[config.mk]
export PLATFORM = sky130hd
export DESIGN_NAME = modular_exponentiation_flat
export DESIGN_NICKNAME = d
export VERILOG_FILES = /design/src/rtl/core/mexp_pkg.sv /design/src/rtl/core/mexp_msg_if.sv /design/src/rtl/core/mexp_res_if.sv /design/src/rtl/core/modular_exponentiation.sv /design/src/flat_wrapper.sv
export SDC_FILE = /design/constraint.sdc
export NUM_CORES = 1
export LEC_CHECK = 0
export BUFFER_PORTS_ARGS = -buffer_cell sky130_fd_sc_hd__buf_4
export CAP_MARGIN = 40
export CORE_MARGIN = 2
export CORE_UTILIZATION = 30
export CTS_BUF_LIST = sky130_fd_sc_hd__clkbuf_4 sky130_fd_sc_hd__clkbuf_8 sky130_fd_sc_hd__clkbuf_16
export CTS_CLUSTER_SIZE = 20
export DETAILED_ROUTE_END_ITERATION = 8
export GPL_TIMING_DRIVEN = 0
export HOLD_SLACK_MARGIN = 0.06
export PLACE_DENSITY = 0.52
export SYNTH_ARGS = -nofsm -noshare
export SYNTH_HDL_FRONTEND = slang
export SYNTH_SLANG_ARGS = --single-unit
[constraint.sdc]
create_clock -name clk_i -period 7.9 [get_ports clk_i]
set_input_delay 1.185 -clock clk_i [delete_from_list [all_inputs] [get_ports clk_i]]
set_output_delay 1.185 -clock clk_i [all_outputs]
set_load 0.02 [all_outputs]
[src/rtl/core/mexp_pkg.sv]
// Package for the modular exponentiation block.
// Holds the sequencer state type, the word width and the register indexes.
// No dependencies.
package mexp_pkg;

  localparam int VALUE_W   = 64;
  localparam int CFG_IDX_W = 2;

  localparam logic [CFG_IDX_W-1:0] REG_EXPONENT = 2'd0;
  localparam logic [CFG_IDX_W-1:0] REG_MODULUS  = 2'd1;

  typedef enum logic [2:0] {
    ST_IDLE,
    ST_REDUCE,
    ST_EXP,
    ST_MUL_ACC,
    ST_SQUARE,
    ST_FINISH
  } mexp_state_e;

endpackage

[src/rtl/core/mexp_msg_if.sv]
// Input channel of the modular exponentiation block: one message word.
// Depends on mexp_pkg.
interface mexp_msg_if;
  logic                         valid;
  logic                         ready;
  logic [mexp_pkg::VALUE_W-1:0] message_value;

  modport source (output valid, output message_value, input ready);
  modport sink   (input valid, input message_value, output ready);
endinterface

[src/rtl/core/mexp_res_if.sv]
// Output channel of the modular exponentiation block: one result word.
// Depends on mexp_pkg.
interface mexp_res_if;
  logic                         valid;
  logic                         ready;
  logic [mexp_pkg::VALUE_W-1:0] power_result;

  modport source (output valid, output power_result, input ready);
  modport sink   (input valid, input power_result, output ready);
endinterface

[src/rtl/core/modular_exponentiation.sv]
// Modular exponentiation top level: message_value^exponent mod modulus.
// Depends on mexp_pkg, mexp_msg_if and mexp_res_if.
//
// One word at a time: the block takes a message word only when idle and
// returns one result word per message. A single shift-add-reduce unit
// processes one operand bit per cycle and does all the arithmetic. The base
// is first reduced modulo the modulus; then each exponent bit, lowest first,
// takes a multiply into the accumulator when the bit is set and a squaring
// of the base, and the loop ends once no set exponent bit remains.
// A modulus of zero returns 0. The finished result sits in an output
// register until taken. Operands and registers use their low WORD_BITS
// bits; writes to an unknown index are dropped. Write the registers only
// while the block is idle.
module modular_exponentiation #(
  parameter int WORD_BITS = 64
) (
  input  logic                           clk_i,
  input  logic                           rst_ni,
  input  logic                           cfg_we_i,
  input  logic [mexp_pkg::CFG_IDX_W-1:0] cfg_idx_i,
  input  logic [mexp_pkg::VALUE_W-1:0]   cfg_data_i,
  mexp_msg_if.sink                       msg_i,
  mexp_res_if.source                     res_o
);

  localparam int W     = WORD_BITS;
  localparam int CNT_W = $clog2(WORD_BITS);

  mexp_pkg::mexp_state_e state_q, state_d;

  logic [W-1:0]     exp_q;
  logic [W-1:0]     mod_q;
  logic [W:0]       mod2_q;
  logic [W-1:0]     e_q;
  logic [W-1:0]     base_q;
  logic [W-1:0]     acc_q;
  logic [W-1:0]     a_q;
  logic [W-1:0]     b_q;
  logic [W-1:0]     r_q;
  logic [CNT_W-1:0] cnt_q;
  logic             out_valid_q;
  logic [W-1:0]     out_data_q;

  logic             in_ready;
  logic             out_load;
  logic [W-1:0]     addend;
  logic [W+1:0]     t_sum;
  logic [W+1:0]     t_sub1;
  logic [W+1:0]     t_sub2;
  logic [W-1:0]     unit_res;
  logic             in_accept;
  logic             step_last;

  // Next state
  always_comb begin
    state_d = state_q;
    case (state_q)
      mexp_pkg::ST_IDLE: begin
        if (msg_i.valid) begin
          state_d = (mod_q == '0) ? mexp_pkg::ST_FINISH : mexp_pkg::ST_REDUCE;
        end
      end
      mexp_pkg::ST_REDUCE, mexp_pkg::ST_MUL_ACC, mexp_pkg::ST_SQUARE: begin
        if (step_last) state_d = mexp_pkg::ST_EXP;
      end
      mexp_pkg::ST_EXP: begin
        if (e_q == '0) begin
          state_d = mexp_pkg::ST_FINISH;
        end else if (e_q[0]) begin
          state_d = mexp_pkg::ST_MUL_ACC;
        end else begin
          state_d = mexp_pkg::ST_SQUARE;
        end
      end
      mexp_pkg::ST_FINISH: begin
        if (!out_valid_q || res_o.ready) state_d = mexp_pkg::ST_IDLE;
      end
      default: state_d = mexp_pkg::ST_IDLE;
    endcase
  end

  // Control outputs
  always_comb begin
    in_ready = 1'b0;
    out_load = 1'b0;
    addend   = '0;
    case (state_q)
      mexp_pkg::ST_IDLE:    in_ready = 1'b1;
      mexp_pkg::ST_REDUCE:  addend = {{(W-1){1'b0}}, b_q[W-1]};
      mexp_pkg::ST_MUL_ACC,
      mexp_pkg::ST_SQUARE:  addend = b_q[W-1] ? a_q : '0;
      mexp_pkg::ST_FINISH:  out_load = !out_valid_q || res_o.ready;
      default: ;
    endcase
  end

  assign in_accept = msg_i.valid && in_ready;
  assign step_last = (cnt_q == '0);

  // Shared unit: r = (2r + addend) mod m, with 2r + addend below 3m
  assign t_sum  = {1'b0, r_q, 1'b0} + {2'b00, addend};
  assign t_sub1 = t_sum - {2'b00, mod_q};
  assign t_sub2 = t_sum - {1'b0, mod2_q};

  always_comb begin
    if (t_sum >= {1'b0, mod2_q}) begin
      unit_res = t_sub2[W-1:0];
    end else if (t_sum >= {2'b00, mod_q}) begin
      unit_res = t_sub1[W-1:0];
    end else begin
      unit_res = t_sum[W-1:0];
    end
  end

  // Control registers
  always_ff @(posedge clk_i or negedge rst_ni) begin
    if (!rst_ni) begin
      state_q     <= mexp_pkg::ST_IDLE;
      out_valid_q <= 1'b0;
      exp_q       <= '0;
      mod_q       <= {{(W-1){1'b0}}, 1'b1};
      mod2_q      <= {{(W-1){1'b0}}, 2'b10};
    end else begin
      state_q <= state_d;
      if (out_load) begin
        out_valid_q <= 1'b1;
      end else if (res_o.ready) begin
        out_valid_q <= 1'b0;
      end
      if (cfg_we_i) begin
        case (cfg_idx_i)
          mexp_pkg::REG_EXPONENT: exp_q <= cfg_data_i[W-1:0];
          mexp_pkg::REG_MODULUS: begin
            mod_q  <= cfg_data_i[W-1:0];
            mod2_q <= {cfg_data_i[W-1:0], 1'b0};
          end
          default: ;
        endcase
      end
    end
  end

  // Datapath
  always_ff @(posedge clk_i) begin
    if (in_accept) begin
      e_q   <= exp_q;
      b_q   <= msg_i.message_value[W-1:0];
      r_q   <= '0;
      cnt_q <= CNT_W'(W - 1);
      acc_q <= {{(W-1){1'b0}}, (mod_q > {{(W-1){1'b0}}, 1'b1})};
    end
    case (state_q)
      mexp_pkg::ST_EXP: begin
        a_q   <= e_q[0] ? acc_q : base_q;
        b_q   <= base_q;
        r_q   <= '0;
        cnt_q <= CNT_W'(W - 1);
      end
      mexp_pkg::ST_REDUCE, mexp_pkg::ST_MUL_ACC, mexp_pkg::ST_SQUARE: begin
        r_q   <= unit_res;
        b_q   <= {b_q[W-2:0], 1'b0};
        cnt_q <= cnt_q - 1'b1;
        if (step_last) begin
          if (state_q == mexp_pkg::ST_MUL_ACC) begin
            acc_q <= unit_res;
            e_q   <= {e_q[W-1:1], 1'b0};
          end else if (state_q == mexp_pkg::ST_SQUARE) begin
            base_q <= unit_res;
            e_q    <= {1'b0, e_q[W-1:1]};
          end else begin
            base_q <= unit_res;
          end
        end
      end
      default: ;
    endcase
    if (out_load) out_data_q <= acc_q;
  end

  assign msg_i.ready        = in_ready;
  assign res_o.valid        = out_valid_q;
  assign res_o.power_result = mexp_pkg::VALUE_W'(out_data_q);

endmodule
[src/flat_wrapper.sv]
// flat-port wrapper written by rule: the top's interface ports become plain ports
module modular_exponentiation_flat 
#(
  parameter int WORD_BITS = 64
)
  (clk_i, rst_ni, cfg_we_i, cfg_idx_i, cfg_data_i, msg_i_valid, msg_i_message_value, msg_i_ready, res_o_valid, res_o_power_result, res_o_ready);
  mexp_msg_if msg_i_i ();
  mexp_res_if res_o_i ();
  input  logic clk_i;
  input  logic rst_ni;
  input  logic cfg_we_i;
  input  logic [mexp_pkg::CFG_IDX_W-1:0] cfg_idx_i;
  input  logic [mexp_pkg::VALUE_W-1:0] cfg_data_i;
  input wire logic [$bits(msg_i_i.valid)-1:0] msg_i_valid;
  input wire logic [$bits(msg_i_i.message_value)-1:0] msg_i_message_value;
  output wire logic [$bits(msg_i_i.ready)-1:0] msg_i_ready;
  output wire logic [$bits(res_o_i.valid)-1:0] res_o_valid;
  output wire logic [$bits(res_o_i.power_result)-1:0] res_o_power_result;
  input wire logic [$bits(res_o_i.ready)-1:0] res_o_ready;
  assign msg_i_i.valid = msg_i_valid;
  assign msg_i_i.message_value = msg_i_message_value;
  assign msg_i_ready = msg_i_i.ready;
  assign res_o_valid = res_o_i.valid;
  assign res_o_power_result = res_o_i.power_result;
  assign res_o_i.ready = res_o_ready;
  modular_exponentiation #(.WORD_BITS(WORD_BITS)) u_core (.clk_i(clk_i), .rst_ni(rst_ni), .cfg_we_i(cfg_we_i), .cfg_idx_i(cfg_idx_i), .cfg_data_i(cfg_data_i), .msg_i(msg_i_i), .res_o(res_o_i));
endmodule
# After elaboration in Yosys (flattened, before gate mapping)
# Cells that the tools add are included.
# word_totals
ff_bits	586
output_inout_bits	66
elab_cells	78
# classes
n_addsub	4
magnitude_cmp	3
n_eq_ne	10
mux	31
n_bitwise	1
reduce_logical	16
# op_table
operator	n
two-way mux 64 bit	15
case mux 64 bit (2 select lines)	3
zero test 64 bit	2
subtractor 64 bit	2
adder 65 x 64 -> 66 bit	1
greater-or-equal comparator 66 x 64 -> 1 bit	1
greater-or-equal comparator 66 x 65 -> 1 bit	1
> comparator 64 x 1 -> 1 bit (second input constant)	1
two-way mux 3 bit	6
case mux 3 bit (4 select lines)	1
case mux 6 bit (2 select lines)	1
equality test 3 x 2 -> 1 bit (second input constant)	2
equality test 3 bit (second input constant)	2
zero test 6 bit	1
two-way mux 6 bit	1
AND reduction 3 bit	2
subtractor 6 x 1 -> 6 bit (second input constant)	1
two-way mux 1 bit	4
!= test 2 x 1 -> 1 bit (second input constant)	2
AND reduction 2 bit	2
equality test 3 x 1 -> 1 bit (second input constant)	1
zero test 3 bit	1
!= test 3 bit (second input constant)	1
nonzero test 3 bit	1
other kinds (10)	10

# Logic depth before layout (Yosys ltp)
# Gate-level depths: netlist of run 1.
# logic_depth
ltp_word	10
mapped_depth	33

# Worst setup path before layout of run 1
# Ideal clock, no wire load.
# synth_timing
path_type	flip-flop to flip-flop
from	reg u_core.state_q[0]
to	reg u_core.b_q[0], enable pin
t_arrival_ps	7937
slack_ps	-709
stages_incl_launch_ff	8
path_buffers	4
synth_period_minus_slack_ps	8609
cell_sequence	dfrtp_1 -> clkbuf_1 -> or2_2 -> clkbuf_1 -> clkbuf_1 -> buf_1 -> nor3_1 -> a21oi_1
# synth_between
elab_chain_cells	4
word_cells_on_any_way	9
classes_between	eq/ne: 4; mux: 1; reduce/logical: 4
# synth_lines
element	line	source
from (decl)	modular_exponentiation.sv:29	mexp_pkg::mexp_state_e state_q, state_d;
from (signal assigned)	modular_exponentiation.sv:118	state_q <= mexp_pkg::ST_IDLE;
from (signal assigned)	modular_exponentiation.sv:124	state_q <= state_d;
zero test 3 bit	modular_exponentiation.sv:87	case (state_q)
two-way mux 1 bit	modular_exponentiation.sv:87	
logical AND 1 bit	modular_exponentiation.sv:97	assign in_accept = msg_i.valid && in_ready;
nonzero test 3 bit (no source line) (*)	-	
to (signal assigned)	modular_exponentiation.sv:147	b_q <= msg_i.message_value[W-1:0];
to (signal assigned)	modular_exponentiation.sv:155	b_q <= base_q;
to (signal assigned)	modular_exponentiation.sv:161	b_q <= {b_q[W-2:0], 1'b0};
to (decl)	modular_exponentiation.sv:38	logic [W-1:0] b_q;
# Mark *: on every way between the ends. The rest lies on a longest branch, timed or not.
# A chain may end at the register's enable or synchronous reset.

# Worst setup path in the final report of run 1
# layout_timing
from	reg u_core.state_q[0]
to	reg u_core.r_q[41], data pin
# layout_between
elab_chain_cells	8
word_cells_on_any_way	15
classes_between	add/sub: 3; order compare: 2; eq/ne: 4; mux: 4; reduce/logical: 2
# layout_lines
element	line	source
equality test 3 bit / equality test 3 x 2 -> 1 bit (equally long branches)	modular_exponentiation.sv:87	
OR reduction 2 bit	modular_exponentiation.sv:87	
case mux 64 bit (2 select lines) (*)	modular_exponentiation.sv:87	
adder 65 x 64 -> 66 bit (*)	modular_exponentiation.sv:101	assign t_sum = {1'b0, r_q, 1'b0} + {2'b00, addend};
subtractor 64 bit / greater-or-equal comparator 66 x 64 -> 1 bit (equally long branches)	modular_exponentiation.sv:102, modular_exponentiation.sv:108	
two-way mux 64 bit	modular_exponentiation.sv:108	end else if (t_sum >= {2'b00, mod_q}) begin
two-way mux 64 bit (*)	modular_exponentiation.sv:106	if (t_sum >= {1'b0, mod2_q}) begin
named net u_core.unit_res[41]	modular_exponentiation.sv:50	logic [W-1:0] unit_res;
case mux 64 bit (2 select lines) (*)	modular_exponentiation.sv:152	case (state_q)
to (signal assigned)	modular_exponentiation.sv:160	r_q <= unit_res;
to (decl)	modular_exponentiation.sv:39	logic [W-1:0] r_q;
# Mark *: on every way through the listed nets, which the timed path passes. The rest lies on a longest branch.

==> results.cfg, run 1 <==
[timing]
skew_ps = 26.76
fmaxAchievable_ghz = 0.1293
total_negative_setup_slacks_ps = 0
tightest_slew_ps = 976.0
final_slew_violations = 0
fin_crit_ps = 7734
worst_slew_margin_rel_pct = 34.69
final_hold_viol_count = 0
final-setup-viol-count = 0
post-route-period-util_pct = 97.90

[synthesis]
synth-adder-area-share_pct = 6.378
post_synthesis_compound_gate_area_fraction_pct = 21.34
sequential_area_share_after_synthesis_pct = 42.18
synth_top_area_share_pct = 30.26
yosys_warnings = 0
synth-main-ff-cell = sky130_fd_sc_hd__edfxtp_1
post_synthesis_share_of_cell_area_spent_on_and_or_nand_and_nor_gates_pct = 14.22
post_synth_mux_area_share_pct = 7.859
syn_area_per_cell_um2 = 9.691
netlist_instances = 3984
synth_area_leaders = sky130_fd_sc_hd__edfxtp_1 (30%), sky130_fd_sc_hd__dfrtp_1 (8.5%), sky130_fd_sc_hd__ha_1 (6.2%)
async_reset_ff_share_pct = 22.53
syn_nets = 4314
synth_top_family_by_area = compound AO/OA/AOI/OAI gates
number_of_enable_flip_flop_cells_after_synthesis = 389
post-synth-top-count-cell = sky130_fd_sc_hd__edfxtp_1
synth.cell_area_um2 = 38610
ys_top_cells_by_count = sky130_fd_sc_hd__edfxtp_1 (389), sky130_fd_sc_hd__o21ai_0 (361), sky130_fd_sc_hd__a21oi_1 (262)
post-synth-top-area-cell = sky130_fd_sc_hd__edfxtp_1
synth_xor_xnor_area_share_pct = 3.879
yosysUniqueCellTypes = 97
synth_seq_cells = 586

[drt]
total_vias_in_the_final_route = 33340
detail_route.iter0.violations = 3117
via_per_inst = 5.526
detail-route-antenna-nets = 0
routedWlPerCell_um = 24.88
drt-total-wl_mm = 150.1
drc = 0
detail_route.first_pass.iterations = 5

[cts]
cts_tree = done
cts_hold_buffers = 0
cts_made_buffers = 70
clock_sink_count = 586
clkLatencyLatePin_ps = 660
cts_root_buf = sky130_fd_sc_hd__clkbuf_16
cts.reportedPaths.clkPinSlew_ps = 60
clock_tree.htree_level_count = 3
clock_tree.buffer_depth = 3

[floorplanning]
die_w_um = 362.7
design.core.area_um2 = 127700
die-area_um2 = 131600
num_rows = 131
floorplan.die.height_um = 362.7
floorplan.initialDensity_pct = 30.24
design.portCount = 201

[setup_path]
critical-path-max-stage-delay_ps = 500
worst-endpoint-required_ps = 8430
worst-setup-path-type = flip-flop to flip-flop
arrival_ps = 8260
setup.worst_path.end_class = flip-flop
timing.critical_path.slowest_stage_cell = sky130_fd_sc_hd__or4_1
critical_path.max_fanout = 10
worst_setup_sp_type = flip-flop

[grt]
first_global_vias = 32230
grt_start_max_net_pins = 84
grt_first_pass_wirelength_mm = 216.9
global_route.usage.total_pct = 22.13
overflow = 0
number_of_antenna_violations_at_the_first_check_in_global_routing = 1

[final_layout]
postLayoutCoreUtil_pct = 36.48
final_layout_size_suffix_gt1_share_pct = 18.98
antenna_cells_inserted = 0
number_of_nets_in_the_layout = 4644
stdcell_area_um2 = 46580
flow.area_growth_from_synthesis_pct = 20.65

[job]
drv.max_cap_violation_count = 0

[outcome]
outcome = completed

[min_path]
worstHoldPathType = flip-flop to flip-flop

[placed_design]
placement.cell_area_um2 = 42920
place.port_buffers = 200
hpwlAfterDp_mm = 121.1
gp_congestion = 0.9846
==> metrics by stage <==
step                hold slack [ps]  setup slack [ps]  std cells
finish                        447.9             165.7       6034
global placement              432.9             -2721       5846
CTS                           445.6            0.5977       6027
global route                  465.7            -5.203       6034
detailed placement            430.3             -2087       5894
floorplan                     416.4              1216       3984
==> worst max-delay path, delay by kind of cell (launching register included) <==
kind	cells	cell delay [ps]
buf+inv	5	880
flops	1	440
compound gates	16	4310
fa+ha+maj	2	520
simple gates	7	1390
==> state kept, by name (all words and copies together) (netlist names) <==
name	cells
u_core.exp_q	64
u_core.cnt_q	6
u_core.res_o.power_result	64
u_core.acc_q	64
u_core.a_q	64
u_core.res_o.valid	1
u_core.mod_q	64
u_core.r_q	64
u_core.e_q	64
u_core.b_q	64
u_core.base_q	64
u_core.state_q	3
==> worst paths after layout <==
path / slack (ps) / endpoint / cells after the start / start
max: 170 / u_core.r_q[41] / 30 / u_core.state_q[0]
min: 450 / u_core.res_o.power_result[21] / 0 / u_core.acc_q[21]
max reg2reg: 170 / u_core.r_q[41] / 30 / u_core.state_q[0]
min reg2reg: 450 / u_core.res_o.power_result[21] / 0 / u_core.acc_q[21]
max in group asynchronous: 6550 / u_core.state_q[0] / 2 / rst_ni
min in group asynchronous: 480 / u_core.exp_q[3] / 1 / rst_ni
==> cell usage in the layout, fill, tap and decap left out, types with 49 or more instances in the layout <==
cell type / n
sky130_fd_sc_hd__nand4_1: 62
sky130_fd_sc_hd__ha_1: 179
sky130_fd_sc_hd__a211oi_1: 98
sky130_fd_sc_hd__a221oi_1: 66
sky130_fd_sc_hd__and2_1: 170
sky130_fd_sc_hd__xor2_1: 61
sky130_fd_sc_hd__edfxtp_1: 389
sky130_fd_sc_hd__mux2i_1: 72
sky130_fd_sc_hd__mux2_2: 197
sky130_fd_sc_hd__nand2_1: 250
sky130_fd_sc_hd__xnor2_1: 91
sky130_fd_sc_hd__dfrtp_1: 128
sky130_fd_sc_hd__a21oi_1: 242
sky130_fd_sc_hd__nand2b_1: 81
sky130_fd_sc_hd__buf_4: 250
sky130_fd_sc_hd__a21o_1: 136
sky130_fd_sc_hd__and3_1: 49
sky130_fd_sc_hd__dfxtp_1: 65
sky130_fd_sc_hd__clkbuf_1: 170
sky130_fd_sc_hd__nand3_1: 102
sky130_fd_sc_hd__clkbuf_16: 73
sky130_fd_sc_hd__o21ai_0: 353
sky130_fd_sc_hd__nor2_1: 187
sky130_fd_sc_hd__inv_1: 153
==> per-layer routing <==
layer,vias to the layer above,wire length (um),global-route usage [%]
met5,-,0,0
met4,0,4564,6.973
met3,208,8843,2.589
met2,1186,67510,35.09
met1,16350,69190,31.34
li1,15600,-,-
==> kinds of logic (layout without fill, tap and decap cells) <==
logic type      after synthesis  in the layout
simple gates               1078           1078
fa+ha+maj                   195            195
flops                       586            586
buf+inv                     406            794
xor+xnor                    171            171
mux                         278            278
compound gates             1270           1270
==> layout make-up <==
type	instances	area, um^2
inverters	155	581.8
clock buffers	94	2034
multi-input cells	2992	21740
plain buffers	229	994.7
fillers	12840	81100
flip-flops and latches	586	16290
clock inverters	36	444.2
well taps	1662	2079
repair buffers	280	2417
==> repair_timing <==
item / 4_1_cts / 5_1_grt
setup endpoints to repair: 192 / 192
pin swaps: 14 / 23
setup buffers: 10 / 22
gates cloned: 0 / 0
gates resized for setup: 137 / 84
Power of run 1 is not shown: default switching activity piles up to over one toggle a cycle in this logic, so the estimate is an artifact.
==> inputs of run 2 (changes only) <==
- PLACE_DENSITY: 0.52 -> not set
- SLEW_MARGIN: not set -> 20
==> run 2 against run 1 <==
Compared with the run above:
- wire length decreased by 1.6%
- fmax decreased by 0.80%
- count of clock-buffer cells in the layout grew 1
- core utilization up 0.071 points
- critical path depth is 4 lower
- non-clock buffer count increased by 1
- via count rose by 1.9%
- hold slack about the same
- global-route usage shrank 0.43 points
==> results.cfg, run 2 (synthesis gave the netlist of run 1 again) <==
[timing]
post-route-period-util_pct = 98.69
final_slew_violations = 0
worst_slew_margin_rel_pct = 35.23
total_negative_setup_slacks_ps = 0
fmaxAchievable_ghz = 0.1283
holdWs_ps = 447.8
tightest_slew_ps = 971.5
fin_crit_ps = 7797
final-setup-viol-count = 0
skew_ps = 31.85
final_hold_viol_count = 0

[cts]
clock_sink_count = 586
cts_tree = done
cts.reportedPaths.clkPinSlew_ps = 60
cts_hold_buffers = 0
cts_root_buf = sky130_fd_sc_hd__clkbuf_16
clkLatencyLatePin_ps = 660
clock_tree.htree_level_count = 3
cts_made_buffers = 67
clock_tree.buffer_depth = 3

[setup_path]
worst-setup-path-type = flip-flop to flip-flop
critical_path.max_fanout = 6
worst-endpoint-required_ps = 8310
critical-path-max-stage-delay_ps = 660
worst_setup_sp_type = flip-flop
timing.critical_path.slowest_stage_cell = sky130_fd_sc_hd__a211oi_1
arrival_ps = 8210
crit_path_frequent_cell = sky130_fd_sc_hd__and2_1
rr_worst_depth = 26
setup.worst_path.end_class = flip-flop

[floorplanning]
floorplan.initialDensity_pct = 30.24
design.core.area_um2 = 127700
floorplan.die.height_um = 362.7
design.portCount = 201
die_w_um = 362.7
num_rows = 131
die-area_um2 = 131600

[job]
drv.max_cap_violation_count = 0

[grt]
grt_start_max_net_pins = 78
number_of_antenna_violations_at_the_first_check_in_global_routing = 6
overflow = 0
grt_first_pass_wirelength_mm = 213.5
first_global_vias = 32560
global_route.usage.total_pct = 21.71

[final_layout]
multiInputGateArea_um2 = 21890
number_of_nets_in_the_layout = 4642
fillCellCount = 12760
flow.area_growth_from_synthesis_pct = 20.89
stdcell_area_um2 = 46670
layout.area.seq_um2 = 16290
final_layout_size_suffix_gt1_share_pct = 19.42
layout.cells.most_common = sky130_fd_sc_hd__edfxtp_1
final_cell_mix = sky130_fd_sc_hd__edfxtp_1 (389), sky130_fd_sc_hd__o21ai_0 (343), sky130_fd_sc_hd__nand2_1 (252)
final_cells = 6034

[placed_design]
placement.cell_area_um2 = 42920
place_inst = 5889
gp_congestion = 0.9612
place.port_buffers = 200
hpwlAfterDp_mm = 118.8

[drt]
total_vias_in_the_final_route = 33990
via_per_inst = 5.633
detail-route-antenna-nets = 0
detail_route.iter0.violations = 3832
drc = 0
detail_route.first_pass.iterations = 8
routedWlPerCell_um = 24.49
drt-total-wl_mm = 147.7

[outcome]
outcome = completed

[min_path]
min_path_cells = 0
worstHoldPathType = flip-flop to flip-flop
run 2: cell count changes in the layout (fill, tap and decap cells not counted), moves of 5 or more:
cell                       delta
sky130_fd_sc_hd__clkbuf_4    +10
sky130_fd_sc_hd__o21ai_0     -10
sky130_fd_sc_hd__buf_6        +9
sky130_fd_sc_hd__ha_2         +7
sky130_fd_sc_hd__buf_4        -6
sky130_fd_sc_hd__buf_8        -6
sky130_fd_sc_hd__diode_2      +6
sky130_fd_sc_hd__ha_1         -6
sky130_fd_sc_hd__o21ai_1      +6
sky130_fd_sc_hd__buf_16       +5
sky130_fd_sc_hd__buf_2        -5
run 2: final timing paths:
kind | start | endpoint | slack (ps)
max in group asynchronous | rst_ni | u_core.mod_q[19] | 6630
min in group asynchronous | rst_ni | u_core.mod_q[55] | 460
max reg2reg | u_core.state_q[0] | u_core.r_q[60] | 100
min reg2reg | u_core.acc_q[9] | u_core.res_o.power_result[9] | 450
max | u_core.state_q[0] | u_core.r_q[60] | 100
min | u_core.acc_q[9] | u_core.res_o.power_result[9] | 450
run 2: worst max-delay path: cells and delay by family, from the launching register on:
| kind | cells | cell delay, ps |
|---|---|---|
| AOI/OAI and AO/OA | 14 | 4390 |
| xor gates and xnor gates | 1 | 650 |
| adders and majority gates | 3 | 890 |
| buffers and inverters | 2 | 250 |
| DFF | 1 | 450 |
| and+or+nand+nor | 6 | 910 |
run 2: final cells by class:
type                            count  share of cell area (%)
Sequential cell                   586                   34.90
Clock inverter                     28                  0.6782
Timing Repair Buffer              281                   5.410
Antenna cell                        6                 0.03217
Clock buffer                       95                   4.174
Multi-Input combinational cell   2992                   46.90
Buffer                            229                   2.201
Inverter                          155                   1.247
Tap cell                         1662                   4.456
run 2: what timing repair did:
item | in CTS | in global routing
resized for setup | 113 | 162
pin swaps | 15 | 28
setup buffers | 12 | 19
endpoints found under the setup margin | 192 | 192
cloned | 0 | 2
run 2: through the flow:
| stage | utilization, % | setup WS, ps |
|---|---|---|
| global route | 36.55 | -20.61 |
| finish | 36.55 | 103.5 |
| detailed placement | 33.62 | -1829 |
| global placement | 33.04 | -2280 |
| CTS | 35.86 | 27.95 |
| floorplan | - | 1216 |
run 2: layer usage:
layer	GRT usage, %	up-vias	wire (um)
met5	0	-	0
met4	9.885	0	6786
met3	2.918	262	10940
met2	33.70	1463	65250
met1	29.93	16670	64760
li1	-	15600	-
Power of run 2 is left out for the same reason.
